==> src/design/wmrq_ram.sv <==
// Generic simple dual-port RAM with registered read.
module wmrq_ram #(
    parameter int WIDTH = 8,
    parameter int DEPTH = 16
) (
    input  logic                     clk,
    input  logic                     we,
    input  logic [$clog2(DEPTH)-1:0] waddr,
    input  logic [WIDTH-1:0]         wdata,
    input  logic [$clog2(DEPTH)-1:0] raddr,
    output logic [WIDTH-1:0]         rdata
);

    logic [WIDTH-1:0] mem [DEPTH];

    always_ff @(posedge clk)
    begin
        if (we)
        begin
            mem[waddr] <= wdata;
        end
        rdata <= mem[raddr];
    end

endmodule

==> config.mk <==
export PLATFORM = sky130hd
export DESIGN_NAME = wmrq_ram
export DESIGN_NICKNAME = d
export VERILOG_FILES = /design/src/design/wmrq_ram.sv
export SDC_FILE = /design/constraint.sdc
export NUM_CORES = 1
export LEC_CHECK = 0
export ABC_AREA = 1
export BUFFER_PORTS_ARGS = -buffer_cell sky130_fd_sc_hd__buf_2
export CORE_ASPECT_RATIO = 1.75
export CORE_UTILIZATION = 61
export CTS_CLUSTER_DIAMETER = 40
export CTS_CLUSTER_SIZE = 16
export DETAILED_ROUTE_END_ITERATION = 10
export PLACE_DENSITY = 0.79
export SLEW_MARGIN = 20
export SYNTH_ARGS = -nofsm -noshare
export SYNTH_HDL_FRONTEND = slang
export SYNTH_SLANG_ARGS = --single-unit
==> constraint.sdc <==
create_clock -name clk -period 1.1 [get_ports clk]
set_input_delay 0.055 -clock clk [delete_from_list [all_inputs] [get_ports clk]]
set_output_delay 0.055 -clock clk [all_outputs]
set_load 0.02 [all_outputs]
==> out/summary.log <==
[clock_tree] total CTS buffers 17
[power_and_ir_drop] Cell Int Power 10.26 mW
[layout] final standard cell utilization of the core 74.81%
[yosys] most common cell in the netlist sky130_fd_sc_hd__nand2_1
[grt] antenna violations before repair 0
[yosys] xor/xnor cell area share of the yosys netlist 0%
[layout] number of fillers in the final layout 645
[power_and_ir_drop] power share of the sequential group 45.4%
[yosys] top cells by instance count after synthesis 173 x sky130_fd_sc_hd__nand2_1, 128 x sky130_fd_sc_hd__edfxtp_1, 100 x sky130_fd_sc_hd__inv_1
[clock_tree] CTS tree yes
[yosys] number of distinct library cells after synthesis 12
[yosys] complex-gate fraction of the synthesized area 0%
[worst_hold_path] critical hold path startpoint raddr[3]
[setup_path] Crit-path slowest cell sky130_fd_sc_hd__edfxtp_1
[setup_path] worst-case reg-to-reg path depth 6
[flow_run] MaxCap Viol Count 0
[clock_tree] H-tree level count 4
[setup_path] largest incremental delay on the critical path 0.37 ns
[yosys] mean instance size in the synthesized netlist 10.47 sq um
[grt] overall fraction of global-route tracks in use 29.83%
[yosys] number of nets in the synthesized netlist 569
[sta] share of the clock period used by the worst path 92.97%
[floorplanning] die boundary width 75.50 um
[sta] setup repair after global routing missed its margin no
[grt] remaining global-route overflow 0
[routing] number of DRC violations after detailed-routing iteration 0 306
[placed_design] hpwl dp 8031 um
[yosys] YS warnings 0
[setup_path] crit path cell chain inv_1, nand2_1, nand3_1, nand3_1, nand3_1, nand2_1
[setup_path] critical path fanouts, max 1
[yosys] multiplexer fraction of the synthesized cell area 0%
[setup_path] startpoint of the worst register-to-register path mem[5][3]$_DFFE_PP_
[power_and_ir_drop] logic gate share of total power 6.1%
[setup_path] register-to-register setup slack 0.08 ns
[power_and_ir_drop] pwr dens 1887 nW/um^2
[setup_path] CP most frequent cell sky130_fd_sc_hd__nand3_1
[yosys] Post-synth EDFFs 128
[setup_path] nature of the critical path endpoint flop
[yosys] adder-cell area share of the yosys netlist 0%
[yosys] sequential area share after synthesis 69.43%
[routing] met2 routed wirelength 6943 um
[routing] total wirelength of the detailed-routed design 12920 um
[yosys] fraction of registers with async set/reset 0%
[power_and_ir_drop] clock power share 48.5%
[setup_path] RR Endpoint rdata[3]$_DFF_P_
[power_and_ir_drop] net load switching power 2.579 mW
[sta] final worst path period need 1.023 ns
[setup_path] Crit path depth 6
[yosys] Most used DFF post-synth sky130_fd_sc_hd__edfxtp_1
[yosys] cell area after technology mapping 5767 sq um
[floorplanning] die area 9862 sq um
[clock_tree] hold bufs inserted after CTS 0
[yosys] largest area contributor in the netlist sky130_fd_sc_hd__edfxtp_1
[power_and_ir_drop] Static Leak 2.995 nW
[yosys] largest family of logic cells by synthesized area simple AND/OR/NAND/NOR gates
[worst_hold_path] number of stages on the worst hold path 3
[routing] router iterations before antenna repair 6
[sta] setup_tns 0 ns
[yosys] Yosys top cell area share 66.65%
[routing] post-detailed-route count of antenna-violating nets 0
[routing] detailed-route via count 3972
[clock_tree] post-CTS resize count 0
[sta] maximum clock frequency 0.9778 GHz
[grt] first-pass GRT wire length 19890 um
[sta] number of hold-slack violations in the final timing report 0
[clock_tree] post-CTS setup repair buffer count 0
[routing] DR top layer met4
[sta] slew margin rel. 75.01%
[sta] Final Max Tran Viols 0
[sta] Min Hold Slack 0.02320 ns
[grt] via count of the first global-routing pass 3853
[setup_path] Crit path buffers/inverters 1
[placed_design] count of buffers from port buffering 25
[sta] maximum clock skew at final layout 0.005660 ns
[setup_path] crit path launch type flop
[clock_tree] root buf cell sky130_fd_sc_hd__clkbuf_16
[yosys] area fraction in and, or, nand and nor cells after synthesis 21.05%
[routing] met3 wirelength from detailed routing 849 um
[worst_hold_path] hold worst-path end rdata[6]$_DFF_P_
[floorplanning] effective utilization at floorplan 63.41%
[layout] n_diodes 0
[setup_path] dominant delay contributor by cell family on the critical path simple AND/OR/NAND/NOR gates
[setup_path] required time at the endpoint of the critical path 1.40 ns
[yosys] most area-consuming cells after synthesis sky130_fd_sc_hd__edfxtp_1 67%, sky130_fd_sc_hd__nand2_1 11%, sky130_fd_sc_hd__nand3_1 8.4%
[floorplanning] number of placement rows 46
[setup_path] kind of critical path flop to flop
[routing] WL per Instance 17.73 um
[routing] detail-routed via count per cell 5.449
[layout] Final #Nets 614
[floorplanning] number of top-level design ports 26
[grt] maximum number of pins on one net before global-route repair 65
[routing] M1 wire length 4586 um
[layout] area growth from synthesis to layout 17.96%
[floorplanning] vertical extent of the die 130.6 um
[sta] Setup-failing EPs final 0
[worst_hold_path] Hold WC Path Type primary input to flop
[floorplanning] CORE AREA 9094 sq um
[clock_tree] deepest clock path buffer count 2
[clock_tree] sinks on the clock net 136
[clock_tree] clock transition at the registers of the reported paths 0.05 ns
[layout] fraction of final layout cells sized beyond drive strength 1 13.96%
[layout] Sequential Area 4004 sq um
[placed_design] Routability Congestion 0.9023
[run_status] outcome complete, no violations
[routing] remaining design rule violation count 0
[yosys] Synth Instances 551
[setup_path] worst endpoint data arrival time 1.32 ns
[power_and_ir_drop] Peak VDD IR 1555 uV
[sta] Least-Margin Pin Slew 0.3749 ns
[layout] Multi-input gate area 1234 sq um
[power_and_ir_drop] Net Sw Frac 20.08%
[clock_tree] Skew-Pair Late Insertion Delay 0.41 ns
[yosys] number of register bits inferred by synthesis 136
## power by group through the flow
stage                     sequential (mW)  clock, mW  combinational (mW)
after floorplan                      5.97          0               0.409
after CTS                            5.83       6.28               0.778
after global placement               5.93          0               0.751
final                                5.83       6.22               0.784
after global routing                 5.84       6.53               0.854
after detailed placement             5.94          0               0.768
## layout by cell type, fill, tap and decap left out
cell type / instances
sky130_fd_sc_hd__inv_1: 100
sky130_fd_sc_hd__nand3b_1: 2
sky130_fd_sc_hd__buf_2: 25
sky130_fd_sc_hd__nand3_2: 4
sky130_fd_sc_hd__inv_6: 1
sky130_fd_sc_hd__clkinv_4: 1
sky130_fd_sc_hd__buf_12: 5
sky130_fd_sc_hd__nand3_1: 93
sky130_fd_sc_hd__buf_4: 20
sky130_fd_sc_hd__clkinv_1: 2
sky130_fd_sc_hd__dfxtp_1: 8
sky130_fd_sc_hd__nand2_1: 173
sky130_fd_sc_hd__clkinv_2: 3
sky130_fd_sc_hd__nor2_1: 17
sky130_fd_sc_hd__bufinv_16: 6
sky130_fd_sc_hd__clkbuf_16: 17
sky130_fd_sc_hd__clkinvlp_4: 1
sky130_fd_sc_hd__edfxtp_1: 128
sky130_fd_sc_hd__inv_2: 2
sky130_fd_sc_hd__clkbuf_1: 1
## sequential cells by signal (all words and copies together) (netlist names)
register / cells
mem: 128
rdata: 8
## routing by layer
layer	GRT usage [%]	vias to the layer above
met2	50.05	195
li1	-	1862
met3	7.055	28
met4	17.21	0
met1	34.24	1887
met5	0	-
## metrics by stage
stage,area (sq um),cells,worst slack (ns),power [mW]
finish,6803,729,0.07728,12.84
global route,6803,729,0.01445,13.22
CTS,6783,729,0.01082,12.89
detailed placement,6126,697,-0.03540,6.706
global placement,6126,697,0.0002596,6.685
floorplan,5767,551,0.09416,6.380
## kinds of logic (layout without fill, tap and decap cells)
logic type	after synthesis	after routing
buffers and inverters	126	184
DFF	136	136
and+or+nand+nor	289	289
## final cells by class
type / count / share of cell area (%)
Sequential cell: 136 / 58.86
Multi-Input combinational cell: 289 / 18.13
Clock buffer: 18 / 6.309
Inverter: 102 / 5.628
Timing Repair Buffer: 50 / 5.518
Clock inverter: 14 / 3.347
Tap cell: 120 / 2.207
## worst max-delay path by stage
stage / to / slack (ns) / start
after floorplan: mem[4][0]$_DFFE_PP_ / 0.09 / waddr[3]
after global placement: rdata[5]$_DFF_P_ / 0.0003 / raddr[0]
after detailed placement: rdata[5]$_DFF_P_ / -0.04 / raddr[0]
after CTS: rdata[7]$_DFF_P_ / 0.01 / mem[1][7]$_DFFE_PP_
after global routing: rdata[5]$_DFF_P_ / 0.01 / mem[15][5]$_DFFE_PP_
final: rdata[3]$_DFF_P_ / 0.08 / mem[5][3]$_DFFE_PP_
## worst min-delay path, stage by stage
cell and delay, ns:
sky130_fd_sc_hd__buf_2 0.18, sky130_fd_sc_hd__nand3_1 0.10, sky130_fd_sc_hd__nand2_1 0.04
Note: power is estimated with default switching activity, not from simulation.
