--- src/design/wmrq_pkg.sv ---
// Shared constants, types and the control store for the window mean block.
package wmrq_pkg;

    localparam int MAX_WIDTH   = 640;
    localparam int MAX_HEIGHT  = 480;
    localparam int WINDOW_SIZE = 9;
    localparam int RADIUS      = WINDOW_SIZE / 2;

    localparam int COL_W     = 10;
    localparam int ROW_W     = 9;
    localparam int CHAN_W    = 8;
    localparam int PIX_W     = 3 * CHAN_W;
    localparam int CNT_OUT_W = 7;
    localparam int CFG_W     = 10;
    localparam int CFG_IDX_W = 1;

    localparam int STORE_DEPTH = MAX_WIDTH * MAX_HEIGHT;
    localparam int ADDR_W      = $clog2(STORE_DEPTH);
    // coordinates, frame sizes and clipped bounds
    localparam int DIM_W = $clog2(((MAX_WIDTH > MAX_HEIGHT) ? MAX_WIDTH : MAX_HEIGHT)
                                  + (1 << COL_W) + RADIUS + 1);
    localparam int CNT_W = $clog2(WINDOW_SIZE * WINDOW_SIZE + 1);
    localparam int SUM_W = $clog2(WINDOW_SIZE * WINDOW_SIZE * 255 + 1);

    // register indexes
    localparam logic [CFG_IDX_W-1:0] REG_IMAGE_WIDTH  = 1'd0;
    localparam logic [CFG_IDX_W-1:0] REG_IMAGE_HEIGHT = 1'd1;

    // microprogram
    localparam int PC_W = 4;
    typedef logic [PC_W-1:0] step_t;

    localparam step_t STEP_IDLE    = 4'd0;
    localparam step_t STEP_CHECK   = 4'd1;
    localparam step_t STEP_SETUP   = 4'd2;
    localparam step_t STEP_READ    = 4'd3;
    localparam step_t STEP_CENTER  = 4'd4;
    localparam step_t STEP_DIVGO   = 4'd5;
    localparam step_t STEP_DIVWAIT = 4'd6;
    localparam step_t STEP_EMIT    = 4'd7;
    localparam step_t STEP_ERR     = 4'd8;

    typedef enum logic [2:0] {
        COND_NEVER,
        COND_ALWAYS,
        COND_NO_QUERY,
        COND_ERR,
        COND_MORE,
        COND_DIV_BUSY
    } cond_t;

    typedef struct packed {
        logic  setup;
        logic  rd_win;
        logic  rd_ctr;
        logic  div_go;
        logic  emit;
        logic  emit_err;
        cond_t cond;
        step_t target;
    } ucode_t;

    // jump to target when cond holds, else fall through to the next step
    function automatic ucode_t ucode_rom(input step_t pc);
        ucode_t uc;
        uc = '{setup: 1'b0, rd_win: 1'b0, rd_ctr: 1'b0, div_go: 1'b0, emit: 1'b0,
               emit_err: 1'b0, cond: COND_ALWAYS, target: STEP_IDLE};
        case (pc)
            STEP_IDLE:
            begin
                uc.cond   = COND_NO_QUERY;
                uc.target = STEP_IDLE;
            end
            STEP_CHECK:
            begin
                uc.cond   = COND_ERR;
                uc.target = STEP_ERR;
            end
            STEP_SETUP:
            begin
                uc.setup = 1'b1;
                uc.cond  = COND_NEVER;
            end
            STEP_READ:
            begin
                uc.rd_win = 1'b1;
                uc.cond   = COND_MORE;
                uc.target = STEP_READ;
            end
            STEP_CENTER:
            begin
                uc.rd_ctr = 1'b1;
                uc.cond   = COND_NEVER;
            end
            STEP_DIVGO:
            begin
                uc.div_go = 1'b1;
                uc.cond   = COND_NEVER;
            end
            STEP_DIVWAIT:
            begin
                uc.cond   = COND_DIV_BUSY;
                uc.target = STEP_DIVWAIT;
            end
            STEP_EMIT:
            begin
                uc.emit = 1'b1;
            end
            STEP_ERR:
            begin
                uc.emit_err = 1'b1;
            end
            default:
            begin
                uc.cond = COND_ALWAYS;
            end
        endcase
        return uc;
    endfunction

endpackage

--- src/design/wmrq_div.sv ---
// Three-lane restoring divider with a shared divisor, one quotient bit per cycle.
module wmrq_div
    import wmrq_pkg::*;
(
    input  logic                       clk,
    input  logic                       rst_n,
    input  logic                       start,
    input  logic [2:0][SUM_W-1:0]      dividend,
    input  logic [CNT_W-1:0]           divisor,
    output logic                       busy,
    output logic [2:0][SUM_W-1:0]      quotient
);

    localparam int BITS_W = $clog2(SUM_W + 1);

    logic                  busy_reg;
    logic [BITS_W-1:0]     bits_reg;
    logic [CNT_W-1:0]      dvsr_reg;
    logic [2:0][SUM_W-1:0] quo_reg;
    logic [2:0][CNT_W-1:0] rem_reg;
    logic [2:0][CNT_W:0]   trial;
    logic [2:0]            fits;

    always_comb
    begin
        for (int i = 0; i < 3; i++)
        begin
            trial[i] = {rem_reg[i], quo_reg[i][SUM_W-1]};
            fits[i]  = (trial[i] >= {1'b0, dvsr_reg});
        end
    end

    always_ff @(posedge clk or negedge rst_n)
    begin
        if (!rst_n)
        begin
            busy_reg <= 1'b0;
            bits_reg <= '0;
        end
        else if (start)
        begin
            busy_reg <= 1'b1;
            bits_reg <= BITS_W'(SUM_W);
        end
        else if (busy_reg)
        begin
            bits_reg <= bits_reg - 1'b1;
            if (bits_reg == BITS_W'(1))
            begin
                busy_reg <= 1'b0;
            end
        end
    end

    always_ff @(posedge clk)
    begin
        if (start)
        begin
            dvsr_reg <= divisor;
            quo_reg  <= dividend;
            rem_reg  <= '0;
        end
        else if (busy_reg)
        begin
            for (int i = 0; i < 3; i++)
            begin
                if (fits[i])
                begin
                    rem_reg[i] <= CNT_W'(trial[i] - {1'b0, dvsr_reg});
                end
                else
                begin
                    rem_reg[i] <= CNT_W'(trial[i]);
                end
                quo_reg[i] <= {quo_reg[i][SUM_W-2:0], fits[i]};
            end
        end
    end

    assign busy     = busy_reg;
    assign quotient = quo_reg;

endmodule

--- config.mk ---
export PLATFORM = sky130hd
export DESIGN_NAME = wmrq_div
export DESIGN_NICKNAME = d
export VERILOG_FILES = /design/src/design/wmrq_pkg.sv /design/src/design/wmrq_div.sv
export SDC_FILE = /design/constraint.sdc
export NUM_CORES = 1
export LEC_CHECK = 0
export BUFFER_PORTS_ARGS = -buffer_cell sky130_fd_sc_hd__buf_4
export CAP_MARGIN = 10
export CORE_MARGIN = 2
export CORE_UTILIZATION = 49
export CTS_CLUSTER_SIZE = 14
export DETAILED_ROUTE_END_ITERATION = 7
export HOLD_SLACK_MARGIN = 0.15
export PLACE_DENSITY = 0.78
export SKIP_CTS_REPAIR_TIMING = 1
export SYNTH_ARGS = -nofsm -noshare
export SYNTH_HDL_FRONTEND = slang
export SYNTH_SLANG_ARGS = --single-unit
--- constraint.sdc ---
create_clock -name clk -period 2.56 [get_ports clk]
set_clock_uncertainty 0.2 [all_clocks]
set_input_delay 0.64 -clock clk [delete_from_list [all_inputs] [get_ports clk]]
set_output_delay 0.64 -clock clk [all_outputs]
set_load 0.005 [all_outputs]
==> flow_summary.ini <==
[synth]
yosysUniqueCellTypes = 45
synth_enable_flop_cells = 52
synth_top_area_share_pct = 35.8
async_flop_share_pct = 6.41
synthMuxAreaShare_pct = 14.2
ys_ff_latch = 78
synth_top_family_by_area = simple AND/OR/NAND/NOR gates
synthCells = 391
syn_area_per_cell_um2 = 11.2
synth_compound_area_share_pct = 10.0
synth_warnings = 0
syn-num-nets = 472
synth-seq-area-share_pct = 48.3
synth_xor_area_share_pct = 1.61
synth.largest_area_cell = edfxtp_1
syn_area_um2 = 4370
synthFlopType = edfxtp_1
synth_area_leaders = edfxtp_1, mux2_2, dfxtp_1
yosys.area_share.simple_pct = 14.3
synthAdderAreaFrac_pct = 7.97

[placed_design]
dpl.hpwl_um = 7410
place.gp.congestion = 0.882
pre_cts_ws_ns = -0.0809
dp.cells = 596
portBuffers = 100

[critical_path]
r2r-start = dvsr_reg[0]
cp-end-kind = flop
r2r_slack_ns = 0.09
crit_required_ns = 2.60
critPathKind = reg -> reg
rr_worst_depth = 8
r2r-end = rem_reg[13]
cp-startpoint = dvsr_reg[0]
cp_max_fo = 3
startpoint_type = flop
arrival_ns = 2.52

[pwr]
p_leak_nw = 2.36
power.density_nw_per_um2 = 824
vdd_drop_max_mv = 0.391

[cells_and_area]
area_growth_pct = 29.5
largest_reg_flops = 45
antenna_cells = 0
layout.nets = 584
layout_commonest_cell = buf_4
layout_common_cells = buf_4, edfxtp_1, mux2_2
fin_cells = 616
drive_above_1_share_pct = 40.4

[clock_tree]
htreeDepth = 3
clkSinkCount = 78
worstSkewPairLatency_ns = 0.35
numCtsBuffers = 9
clockBufferDepth = 2
path_clk_slew_ns = 0.09
clockRootBuffer = clkbuf_8
cts_tree = yes

[grt]
top_usage_layer = met2
use_met2_pct = 35.2
grt_overflow_total = 0
grt_pass1_wl_um = 16600
grt_max_degree = 41
grt_use_met1_pct = 26.4
grt_util_met3_pct = 5.80
grt_pass1_vias = 3466
track_usage_pct = 21.3
antenna_found_initial = 0

[floorplanning]
die_w_um = 98.4
initial_core_util_pct = 50.3
fp.coreArea_um2 = 8680
die_h_um = 98.4
die_area_um2 = 9680
placementRows = 34
io_pins = 101

[sta]
max_freq_mhz = 404
timing_hold_violations_final = 0
setup-tns-final_ns = 0
finalMaxSlewViolations = 0
worst_slew_pin_slew_ns = 0.575
period_minus_slack_ns = 2.47
slew_headroom_pct = 61.6
rsz0062_at_grt = yes
fin_ws_ns = 0.0854
finalSetupViolCount = 0
fin_crit_sh_pct = 96.7

[worst_hold_path]
hold_depth = 1
min_from = divisor[4]
holdPathEnd = dvsr_reg[4]
hold_path.class = in -> reg

[routing]
wl_per_cell_um = 16.4
drc = 0
first_iter_violations = 139
viasPerCell = 5.55
antenna_left = 0
drt-pass1-iter-count = 4
wl_um = 10100
vias = 3419

[status]
outcome = completed

[job]
max_cap_viol_count = 0
[logic make-up (layout without fill, tap and decap cells)]
family                   Yosys count  in the layout
AND/OR/NAND/NOR                  119            119
flip-flops                        78             78
AO/OA/AOI/OAI                     64             64
multiplexers                      56             56
buffers and inverters             40            157
adder cells (fa/ha/maj)           26             26
XOR/XNOR                           8              8
[Yosys cell counts (5+ instances only)]
library cell,n
inv_1,21
nor3b_1,8
mux2_2,48
ha_1,23
edfxtp_1,52
o21ai_0,16
clkbuf_1,11
a311oi_1,7
or3_1,9
nor4b_1,5
dfxtp_1,21
a21oi_1,15
nand2b_1,13
nor3_1,5
dfrtp_1,5
nand2_1,20
nor2_1,40
mux2i_1,8
a211oi_1,11
[final cells by class]
cell class / instances / area [um2]
tap: 108 / 135
inverter: 21 / 78.8
clock inverter: 5 / 60.1
clock buffer: 11 / 131
timing repair buffer: 120 / 953
fill: 684 / 3030
multi-input combinational: 273 / 2190
sequential: 78 / 2110
[how the worst max path moves through the flow]
stage,cells past startpoint,slack [ns],endpoint
global route,8,-0.04,rem_reg[14]
floorplan,4,0.06,quotient[0]
finish,8,0.09,rem_reg[13]
CTS,7,-0.09,rem_reg[15]
detailed placement,7,-0.08,rem_reg[15]
global placement,7,-0.003,rem_reg[15]
[critical path, cell delays in order, from the launching register on]
cell and delay (ns):
edfxtp_1 0.43, ha_2 0.22, fa_2 0.34, nand2b_4 0.17
buf_4 0.15, a21oi_1 0.23, nor3b_1 0.25, o31ai_1 0.11
a311oi_1 0.27
[metal layers]
| layer | up-vias | share of wire, % |
|---|---|---|
| met5 | - | 0 |
| met4 | 0 | 2.9 |
| li1 | 1670 | - |
| met2 | 97 | 50 |
| met3 | 27 | 6.0 |
| met1 | 1625 | 42 |
[per-stage QoR]
stage                     hold slack, ns  utilization [%]  instance area [um2]  total power, W
after floorplan                    0.144                -                 4370         0.00298
after global placement             0.245             61.6                 5350         0.00351
after detailed placement           0.246             61.6                 5350         0.00359
after CTS                         -0.148             63.8                 5540         0.00453
after global routing               0.248             65.1                 5650         0.00496
final                              0.261             65.1                 5650         0.00466
[report_power, final]
| group | switching (W) | internal [W] | leakage (nW) |
|---|---|---|---|
| sequential | 0.000166 | 0.00160 | 0.769 |
| combinational | 0.000984 | 0.000990 | 1.50 |
| clock | 0.000463 | 0.000455 | 0.0939 |
| total | 0.00161 | 0.00304 | 2.36 |
(Power assumes the default switching activity.)
